===== src/hdl/ceq_pkg.sv =====
// Shared constants, types and codes of the coalescing error event queue.
package ceq_pkg;

  localparam int ERROR_COUNT = 256;
  localparam int RING_DEPTH  = 16;

  localparam int CMD_W      = 2;
  localparam int CODE_W     = 8;
  localparam int CNT_W      = 16;
  localparam int TIME_W     = 32;
  localparam int BOARD_W    = 6;
  localparam int INFO_W     = 32;
  localparam int DROP_W     = 16;
  localparam int INFO_CNT_W = 10;
  localparam int INFO_ID_W  = 16;
  localparam int ERR_IDX_W  = $clog2(ERROR_COUNT);
  localparam int FILL_W     = $clog2(RING_DEPTH + 1);

  localparam logic [CNT_W-1:0]  CNT_MAX  = 16'hFFFF;
  localparam logic [DROP_W-1:0] DROP_MAX = 16'hFFFF;

  typedef enum logic [CMD_W-1:0] {
    CMD_RAISE = 2'd0,
    CMD_SCAN  = 2'd1,
    CMD_SEND  = 2'd2,
    CMD_NONE  = 2'd3
  } cmd_e;

  typedef enum logic [1:0] {
    CELL_HOLD,
    CELL_INC,
    CELL_SHIFT,
    CELL_LOAD
  } cell_op_e;

  typedef enum logic {
    ST_IDLE,
    ST_SCAN
  } state_e;

  typedef struct packed {
    logic [CODE_W-1:0] id;
    logic [CNT_W-1:0]  count;
    logic [TIME_W-1:0] stamp;
  } entry_t;

  typedef struct packed {
    logic raise;
    logic step;
  } flag_ctl_t;

  typedef struct packed {
    logic              hit;
    logic              last;
    logic [CODE_W-1:0] code;
  } flag_sts_t;

endpackage


===== src/hdl/ceq_intf.sv =====
// Channel interfaces: event input, report output and configuration write.
interface ceq_evt_if import ceq_pkg::*; ();
  logic              valid;
  logic              ready;
  logic [CMD_W-1:0]  command;
  logic [CODE_W-1:0] raise_code;
  logic [TIME_W-1:0] timestamp;

  modport source (output valid, command, raise_code, timestamp, input ready);
  modport sink   (input valid, command, raise_code, timestamp, output ready);
endinterface

interface ceq_rpt_if import ceq_pkg::*; ();
  logic              valid;
  logic              ready;
  logic [CODE_W-1:0] event_code;
  logic [CNT_W-1:0]  frequency;
  logic [TIME_W-1:0] first_stamp;
  logic [INFO_W-1:0] info_word;
  logic [DROP_W-1:0] overflow_count;

  modport source (output valid, event_code, frequency, first_stamp, info_word,
                  overflow_count, input ready);
  modport sink   (input valid, event_code, frequency, first_stamp, info_word,
                  overflow_count, output ready);
endinterface

interface ceq_cfg_if import ceq_pkg::*; ();
  logic               valid;
  logic               ready;
  logic [BOARD_W-1:0] data;

  modport source (output valid, data, input ready);
  modport sink   (input valid, data, output ready);
endinterface


===== src/hdl/coalescing_error_event_queue_unit.sv =====
// Top level of the coalescing error event queue: control, ring cell chain, report register.
// A send's report is held in the output register from the next cycle until taken. During
// a scan tick the scan pointer visits one flag per cycle, pending or not, and the cell chain
// searches and updates the ring in that same cycle. Reset clears all pending flags, empties
// the ring, zeroes the drop count and sets the board number to zero.
module coalescing_error_event_queue_unit import ceq_pkg::*; (
  input  logic      clk_i,
  input  logic      rst_ni,
  ceq_evt_if.sink   evt_i,
  ceq_rpt_if.source rpt_o,
  ceq_cfg_if.sink   cfg_i
);

  state_e             state_q, state_d;
  logic [FILL_W-1:0]  fill_q, fill_d;
  logic [DROP_W-1:0]  drop_q, drop_d;
  logic [BOARD_W-1:0] board_q;
  logic [TIME_W-1:0]  now_q;
  logic               out_valid_q, out_valid_d;
  entry_t             out_entry_q;
  logic [INFO_W-1:0]  out_info_q;
  logic [DROP_W-1:0]  out_drop_q;

  flag_ctl_t flag_ctl;
  flag_sts_t flag_sts;

  cmd_e   cmd;
  logic   evt_acc;
  logic   handle;
  logic   send;
  logic   full;
  logic   hit_any;
  entry_t new_entry;

  entry_t   entries [RING_DEPTH];
  logic     found   [RING_DEPTH+1];
  cell_op_e cell_op [RING_DEPTH];

  assign cmd     = cmd_e'(evt_i.command);
  assign evt_acc = evt_i.valid && evt_i.ready;
  assign full    = (fill_q == FILL_W'(RING_DEPTH));
  assign hit_any = found[RING_DEPTH];
  assign found[0] = 1'b0;

  assign new_entry.id    = flag_sts.code;
  assign new_entry.count = CNT_W'(1);
  assign new_entry.stamp = now_q;

  // next state
  always_comb begin
    state_d = state_q;
    unique case (state_q)
      ST_IDLE: if (evt_acc && (cmd == CMD_SCAN)) state_d = ST_SCAN;
      ST_SCAN: if (flag_sts.last) state_d = ST_IDLE;
      default: state_d = ST_IDLE;
    endcase
  end

  // outputs
  always_comb begin
    evt_i.ready    = (state_q == ST_IDLE) && (!out_valid_q || rpt_o.ready);
    flag_ctl.raise = evt_acc && (cmd == CMD_RAISE);
    flag_ctl.step  = (state_q == ST_SCAN);
    handle         = flag_ctl.step && flag_sts.hit;
    send           = evt_acc && (cmd == CMD_SEND) && (fill_q != '0);
  end

  ceq_flag_scan u_flags (
    .clk_i        (clk_i),
    .rst_ni       (rst_ni),
    .ctl_i        (flag_ctl),
    .raise_code_i (evt_i.raise_code),
    .sts_o        (flag_sts)
  );

  for (genvar i = 0; i < RING_DEPTH; i++) begin : g_cell
    always_comb begin
      cell_op[i] = CELL_HOLD;
      priority if (send) begin
        cell_op[i] = CELL_SHIFT;
      end else if (handle) begin
        priority if (hit_any) begin
          cell_op[i] = CELL_INC;
        end else if (full) begin
          cell_op[i] = (i == RING_DEPTH - 1) ? CELL_LOAD : CELL_SHIFT;
        end else if (fill_q == FILL_W'(i)) begin
          cell_op[i] = CELL_LOAD;
        end else begin
          cell_op[i] = CELL_HOLD;
        end
      end else begin
        cell_op[i] = CELL_HOLD;
      end
    end

    ceq_cell u_cell (
      .clk_i   (clk_i),
      .op_i    (cell_op[i]),
      .valid_i (fill_q > FILL_W'(i)),
      .code_i  (flag_sts.code),
      .new_i   (new_entry),
      .next_i  ((i < RING_DEPTH - 1) ? entries[(i + 1) % RING_DEPTH] : new_entry),
      .found_i (found[i]),
      .entry_o (entries[i]),
      .found_o (found[i+1])
    );
  end

  always_comb begin
    fill_d      = fill_q;
    drop_d      = drop_q;
    out_valid_d = out_valid_q;
    if (rpt_o.ready) out_valid_d = 1'b0;
    if (send) begin
      fill_d      = fill_q - 1'b1;
      drop_d      = '0;
      out_valid_d = 1'b1;
    end else if (handle && !hit_any) begin
      if (full) begin
        if (drop_q != DROP_MAX) drop_d = drop_q + 1'b1;
      end else begin
        fill_d = fill_q + 1'b1;
      end
    end
  end

  always_ff @(posedge clk_i or negedge rst_ni) begin
    if (!rst_ni) begin
      state_q     <= ST_IDLE;
      fill_q      <= '0;
      drop_q      <= '0;
      board_q     <= '0;
      out_valid_q <= 1'b0;
    end else begin
      state_q     <= state_d;
      fill_q      <= fill_d;
      drop_q      <= drop_d;
      out_valid_q <= out_valid_d;
      if (cfg_i.valid && cfg_i.ready) board_q <= cfg_i.data;
    end
  end

  always_ff @(posedge clk_i) begin
    if (evt_acc && (cmd == CMD_SCAN)) now_q <= evt_i.timestamp;
    if (send) begin
      out_entry_q <= entries[0];
      out_drop_q  <= drop_q;
      out_info_q  <= {entries[0].count[INFO_CNT_W-1:0], board_q,
                      INFO_ID_W'(entries[0].id)};
    end
  end

  assign cfg_i.ready          = 1'b1;
  assign rpt_o.valid          = out_valid_q;
  assign rpt_o.event_code     = out_entry_q.id;
  assign rpt_o.frequency      = out_entry_q.count;
  assign rpt_o.first_stamp    = out_entry_q.stamp;
  assign rpt_o.info_word      = out_info_q;
  assign rpt_o.overflow_count = out_drop_q;

endmodule


===== src/hdl/ceq_cell.sv =====
// One ring entry cell: match, saturating count, shift from neighbor, load.
module ceq_cell import ceq_pkg::*; (
  input  logic              clk_i,
  input  cell_op_e          op_i,
  input  logic              valid_i,
  input  logic [CODE_W-1:0] code_i,
  input  entry_t            new_i,
  input  entry_t            next_i,
  input  logic              found_i,
  output entry_t            entry_o,
  output logic              found_o
);

  entry_t entry_q, entry_d;
  logic   match;

  always_comb begin
    match   = valid_i && (entry_q.id == code_i);
    found_o = found_i || match;
    entry_d = entry_q;
    unique case (op_i)
      CELL_HOLD: entry_d = entry_q;
      CELL_INC: begin
        if (match && !found_i && (entry_q.count != CNT_MAX)) begin
          entry_d.count = entry_q.count + 1'b1;
        end
      end
      CELL_SHIFT: entry_d = next_i;
      CELL_LOAD:  entry_d = new_i;
      default:    entry_d = entry_q;
    endcase
  end

  always_ff @(posedge clk_i) begin
    entry_q <= entry_d;
  end

  assign entry_o = entry_q;

endmodule


===== src/hdl/ceq_flag_scan.sv =====
// Pending-flag bitmap with the ascending scan pointer.
module ceq_flag_scan import ceq_pkg::*; (
  input  logic              clk_i,
  input  logic              rst_ni,
  input  flag_ctl_t         ctl_i,
  input  logic [CODE_W-1:0] raise_code_i,
  output flag_sts_t         sts_o
);

  logic [ERROR_COUNT-1:0] flags_q, flags_d;
  logic [ERR_IDX_W-1:0]   idx_q, idx_d;
  logic                   last;

  always_comb begin
    last    = (idx_q == ERR_IDX_W'(ERROR_COUNT - 1));
    flags_d = flags_q;
    idx_d   = idx_q;
    if (ctl_i.step) begin
      flags_d[idx_q] = 1'b0;
      idx_d          = last ? '0 : idx_q + 1'b1;
    end
    if (ctl_i.raise && (32'(raise_code_i) < ERROR_COUNT)) begin
      flags_d[raise_code_i[ERR_IDX_W-1:0]] = 1'b1;
    end
  end

  always_ff @(posedge clk_i or negedge rst_ni) begin
    if (!rst_ni) begin
      flags_q <= '0;
      idx_q   <= '0;
    end else begin
      flags_q <= flags_d;
      idx_q   <= idx_d;
    end
  end

  assign sts_o.hit  = flags_q[idx_q];
  assign sts_o.last = last;
  assign sts_o.code = CODE_W'(idx_q);

endmodule


===== src/flat_wrapper.sv =====
// flat-port wrapper written by rule: the top's interface ports become plain ports
module coalescing_error_event_queue_unit_flat import ceq_pkg::*;
  (clk_i, rst_ni, evt_i_valid, evt_i_command, evt_i_raise_code, evt_i_timestamp, evt_i_ready, rpt_o_valid, rpt_o_event_code, rpt_o_frequency, rpt_o_first_stamp, rpt_o_info_word, rpt_o_overflow_count, rpt_o_ready, cfg_i_valid, cfg_i_data, cfg_i_ready);
  ceq_evt_if evt_i_i ();
  ceq_rpt_if rpt_o_i ();
  ceq_cfg_if cfg_i_i ();
  input  logic clk_i;
  input  logic rst_ni;
  input wire logic [$bits(evt_i_i.valid)-1:0] evt_i_valid;
  input wire logic [$bits(evt_i_i.command)-1:0] evt_i_command;
  input wire logic [$bits(evt_i_i.raise_code)-1:0] evt_i_raise_code;
  input wire logic [$bits(evt_i_i.timestamp)-1:0] evt_i_timestamp;
  output wire logic [$bits(evt_i_i.ready)-1:0] evt_i_ready;
  output wire logic [$bits(rpt_o_i.valid)-1:0] rpt_o_valid;
  output wire logic [$bits(rpt_o_i.event_code)-1:0] rpt_o_event_code;
  output wire logic [$bits(rpt_o_i.frequency)-1:0] rpt_o_frequency;
  output wire logic [$bits(rpt_o_i.first_stamp)-1:0] rpt_o_first_stamp;
  output wire logic [$bits(rpt_o_i.info_word)-1:0] rpt_o_info_word;
  output wire logic [$bits(rpt_o_i.overflow_count)-1:0] rpt_o_overflow_count;
  input wire logic [$bits(rpt_o_i.ready)-1:0] rpt_o_ready;
  input wire logic [$bits(cfg_i_i.valid)-1:0] cfg_i_valid;
  input wire logic [$bits(cfg_i_i.data)-1:0] cfg_i_data;
  output wire logic [$bits(cfg_i_i.ready)-1:0] cfg_i_ready;
  assign evt_i_i.valid = evt_i_valid;
  assign evt_i_i.command = evt_i_command;
  assign evt_i_i.raise_code = evt_i_raise_code;
  assign evt_i_i.timestamp = evt_i_timestamp;
  assign evt_i_ready = evt_i_i.ready;
  assign rpt_o_valid = rpt_o_i.valid;
  assign rpt_o_event_code = rpt_o_i.event_code;
  assign rpt_o_frequency = rpt_o_i.frequency;
  assign rpt_o_first_stamp = rpt_o_i.first_stamp;
  assign rpt_o_info_word = rpt_o_i.info_word;
  assign rpt_o_overflow_count = rpt_o_i.overflow_count;
  assign rpt_o_i.ready = rpt_o_ready;
  assign cfg_i_i.valid = cfg_i_valid;
  assign cfg_i_i.data = cfg_i_data;
  assign cfg_i_ready = cfg_i_i.ready;
  coalescing_error_event_queue_unit u_core (.clk_i(clk_i), .rst_ni(rst_ni), .evt_i(evt_i_i), .rpt_o(rpt_o_i), .cfg_i(cfg_i_i));
endmodule

===== config.mk =====
export PLATFORM = sky130hd
export DESIGN_NAME = coalescing_error_event_queue_unit_flat
export DESIGN_NICKNAME = d
export VERILOG_FILES = /design/src/hdl/ceq_pkg.sv /design/src/hdl/ceq_intf.sv /design/src/hdl/coalescing_error_event_queue_unit.sv /design/src/hdl/ceq_cell.sv /design/src/hdl/ceq_flag_scan.sv /design/src/flat_wrapper.sv
export SDC_FILE = /design/constraint.sdc
export NUM_CORES = 2
export LEC_CHECK = 0
export BUFFER_PORTS_ARGS = -buffer_cell sky130_fd_sc_hd__buf_2
export CORE_AREA = 3 3 455 457
export CTS_CLUSTER_SIZE = 25
export DETAILED_ROUTE_END_ITERATION = 7
export DIE_AREA = 0 0 458 460
export GPL_TIMING_DRIVEN = 0
export PLACE_DENSITY = 0.42
export RECOVER_POWER = 100
export SYNTH_ARGS = -nofsm -noshare
export SYNTH_HDL_FRONTEND = slang
export SYNTH_SLANG_ARGS = --single-unit

===== constraint.sdc =====
create_clock -name clk_i -period 5.38 [get_ports clk_i]
set_clock_uncertainty 0.05 [all_clocks]
set_input_delay 0.807 -clock clk_i [delete_from_list [all_inputs] [get_ports clk_i]]
set_output_delay 0.807 -clock clk_i [all_outputs]
set_load 0.01 [all_outputs]

==> key figures <==
Outcome
  – Status: complete, but fails checks
  – Failing checks: max-capacitance violations, max-slew violations

GRT
  – Total global-route track usage: between 15 and 20%
  – Largest net degree at the start of global routing: between 100 and 150
  – Initial antenna violation count: 18
  – GR Overflow Total: 0
  – Vias in the first global route: 39000
  – First-pass GRT wire length: 270 mm

Yosys
  – Cell area after synthesis: 60800 um2
  – EDFF count, synth: approximately 1000
  – Synth Warn #: 0
  – Synth Area in Simple Gates: ~5.7%
  – Synth Register Bits: 1299
  – Synth unique cells: between 70 and 80
  – Main combinational cell family by area after synthesis: multiplexers
  – Commonest register cell after synthesis: edfxtp_1
  – Sequential area share after synthesis: between 60 and 70%
  – Compound-gate portion of the synthesized area: roughly a tenth
  – Post-synthesis xor/xnor area fraction: between 5 and 6%
  – Area leader, netlist: edfxtp_1
  – Post-Synth Adder-Cell Area: 0.556%
  – Post-synthesis mux area share: a little over an eighth
  – Ys async rst share: 22.6%
  – Post-synth top area share: roughly half
  – Mapped Cells: roughly 4400
  – Synth top area cells: edfxtp_1, dfrtp_1, mux2_2
  – Syn Area/Cell: 13.8 um2

Finish
  – Fillers: roughly 20000
  – Core Util, Final: about a third
  – Layout area overhead: 16.4%
  – Sequential cell area: approximately 38000 um2
  – Multi-input combinational cell area: 21500 um2
  – Final cell count without fillers: 7587
  – Fraction of layout cells with a size suffix above 1: between 10% and 20%
  – Nets: 4844

STA
  – Max Clock Freq: between 150 and 200 MHz
  – Tcrit/Tclk final: a little over nine tenths
  – Relative slew slack: -160%
  – Minimum clock period: 5.27 ns
  – Final setup vio count: 0
  – Final hold vios: 0
  – Worst-Margin Slew: approximately 3.9 ns
  – Max-slew violations: 78
  – Unrepaired setup endpoints after global routing: yes

Die
  – Starting Density: just under 30%
  – FP Rows: about 170
  – Die area: ~210000 um2
  – IO Count: 160
  – Die Y-Extent: ~460 um
  – Core area: approximately 200000 um2
  – Die width: 458 um

Power and ir drop
  – Leakage: ~24 nW
  – Internal power: 21.9 mW
  – Sw Ratio: ~33%
  – Combinational Power Share: 26.2%
  – NetSw: ~11 mW
  – VDD IR-drop max: roughly 0.00035 V
  – Clock share of power: between 30% and 40%
  – Pwr Density: 464 nW/um2
  – Seq pwr share: 41.8%

Clock tree
  – CTS tree: yes
  – CTS clock-pin slew for the worst setup and hold paths: roughly 0.060 ns
  – Clock Latency Late Sink: 0.81 ns
  – Buffer depth of the longest clock path: 3
  – Num CTS Buffers: roughly 160
  – Root Buffer: clkbuf_16
  – CTS sink count: 1299
  – H-tree levels: 4

Routing
  – Initial DRC count: between 2000 and 2500
  – Routed WL: about 180 mm
  – # DRC: 0
  – Vias: approximately 38000
  – Vias per inst: around 5
  – First drt pass iteration count: 5
  – Routed Antenna Nets: 0
  – DR WL/cell: ~24 um

Setup path
  – Endpoint arrival time on the critical path: 5.65 ns
  – Required time worst endpoint: 5.77 ns
  – CP Max Fanout: 16
  – Crit start category: flip-flop
  – Crit end category: flip-flop
  – Setup Crit Path Kind: reg2reg
  – Flop2flop setup slack: between 0.1 and 0.15 ns

Placed design
  – GPL Wtd Cong: 0.844
  – # placed instances: between 7000 and 8000
  – DP HPWL: between 100 and 150 mm
  – I/O Buffers: ~150

Hold path
  – HP Class: in2reg

Flow run
  – Max-cap viol count: 1
-- synthesized netlist by cell type (83+ instances only) --
cell	number
mux2_2	313
nand3_1	143
o21ai_0	544
dfrtp_1	293
edfxtp_1	1006
nand2_1	193
xor2_1	208
nor2_1	94
xnor2_1	149
buf_2	102
and3_1	83
clkbuf_1	144
o2bb2ai_1	154
mux2_1	287
-- layer usage --
layer	share of wire, %	vias to the layer above	global-route usage (%)
li1	-	17400	-
met1	45	19200	23.1
met2	48	885	28.4
met3	4.4	253	2.82
met4	2.6	2	5.21
met5	0.0071	-	0
-- power groups by stage --
stage	Sequential (mW)	Combinational (mW)	Clock [mW]
global placement	14.0	8.22	0
finish	13.7	8.61	10.5
detailed placement	14.0	8.36	0
global route	13.9	9.26	11.2
floorplan	13.6	5.31	0
CTS	13.7	8.66	10.8
-- registers in the layout (all words and copies together), names as in the netlist, 8 cells and up --
register and cells:
u_core.rpt_o.frequency 16, u_core.u_flags.idx_q 8, u_core.g_cell.u_cell.entry_o 896, u_core.drop_q 16, u_core.now_q 32, u_core.rpt_o.overflow_count 16, u_core.u_flags.flags_q 256, u_core.rpt_o.first_stamp 32
-- worst paths after layout --
| kind | start | end | cells past startpoint |
|---|---|---|---|
| hold / removal | evt_i_timestamp[10] | u_core.now_q[10] | 1 |
| hold reg to reg | u_core.g_cell[0].u_cell.entry_o[24] | u_core.rpt_o.first_stamp[24] | 0 |
| min in group asynchronous | rst_ni | u_core.u_flags.flags_q[254] | 2 |
| max in group asynchronous | rst_ni | u_core.u_flags.flags_q[170] | 3 |
| setup / recovery | u_core.u_flags.idx_q[2] | u_core.g_cell[10].u_cell.entry_o[39] | 12 |
| setup reg to reg | u_core.u_flags.idx_q[2] | u_core.g_cell[10].u_cell.entry_o[39] | 12 |
-- stage by stage --
step                hold slack (ns)  power [mW]  area, um2  TNS [ns]  setup slack (ns)
finish                        0.121        32.8      70800         0             0.113
global route                 0.0575        34.4      70800   -0.0779           -0.0143
CTS                          0.0207        33.2      70800   -0.0365           -0.0147
detailed placement            0.356        22.3      65300  -1197.59             -1.30
global placement              0.353        22.2      64900  -2726.23             -3.55
floorplan                     0.350        18.9      60800         0             0.192
-- cell type report --
| class | count | share of cell area [%] |
|---|---|---|
| well taps | 2688 | 4.75 |
| plain buffers | 331 | 2.76 |
| clock inverters | 66 | 0.979 |
| diodes | 10 | 0.0354 |
| clock buffers | 219 | 6.11 |
| multi-input cells | 2737 | 30.4 |
| inverters | 48 | 0.269 |
| flip-flops and latches | 1299 | 53.0 |
| repair buffers | 189 | 1.63 |
-- critical path, stage by stage (launching register included) --
cell      delay, ns
dfrtp_1        0.37
buf_2          0.19
buf_4          0.22
buf_4          0.23
nor2_1         0.97
nand3_1        0.13
o21ai_0        0.17
o21ai_0        0.22
a311oi_4       0.56
buf_2          0.39
nor2_4         0.16
or3_2          0.65
o21bai_4       0.52
-- cells in the final DEF, fill, tap and decap left out, drive strengths merged, types with 24 or more instances in the layout --
| master | count |
|---|---|
| a22o | 60 |
| xnor2 | 149 |
| o21ai | 553 |
| a21oi | 33 |
| mux4 | 24 |
| inv | 56 |
| nand4 | 36 |
| ha | 27 |
| a22oi | 36 |
| o2bb2ai | 163 |
| nand3 | 143 |
| xor2 | 208 |
| buf | 258 |
| nand2 | 193 |
| edfxtp | 1006 |
| clkbuf | 478 |
| mux2 | 600 |
| dfrtp | 293 |
| clkinv | 48 |
| nor2 | 94 |
| mux2i | 82 |
| and3 | 83 |
-- what timing repair did --
action	in CTS	in global routing
setup buffers	22	1
pin swaps	12	2
hold endpoints to repair	76	0
setup endpoints to repair	1753	790
hold buffers	1	0
resized for setup	68	21
-- logic make-up after synthesis --
logic type | after synthesis
AO/OA/AOI/OAI | 948
XOR/XNOR | 357
adder cells (fa/ha/maj) | 27
buffers and inverters | 383
flip-flops | 1299
multiplexers | 706
other | 2
AND/OR/NAND/NOR | 690
(Power assumes the default switching activity.)
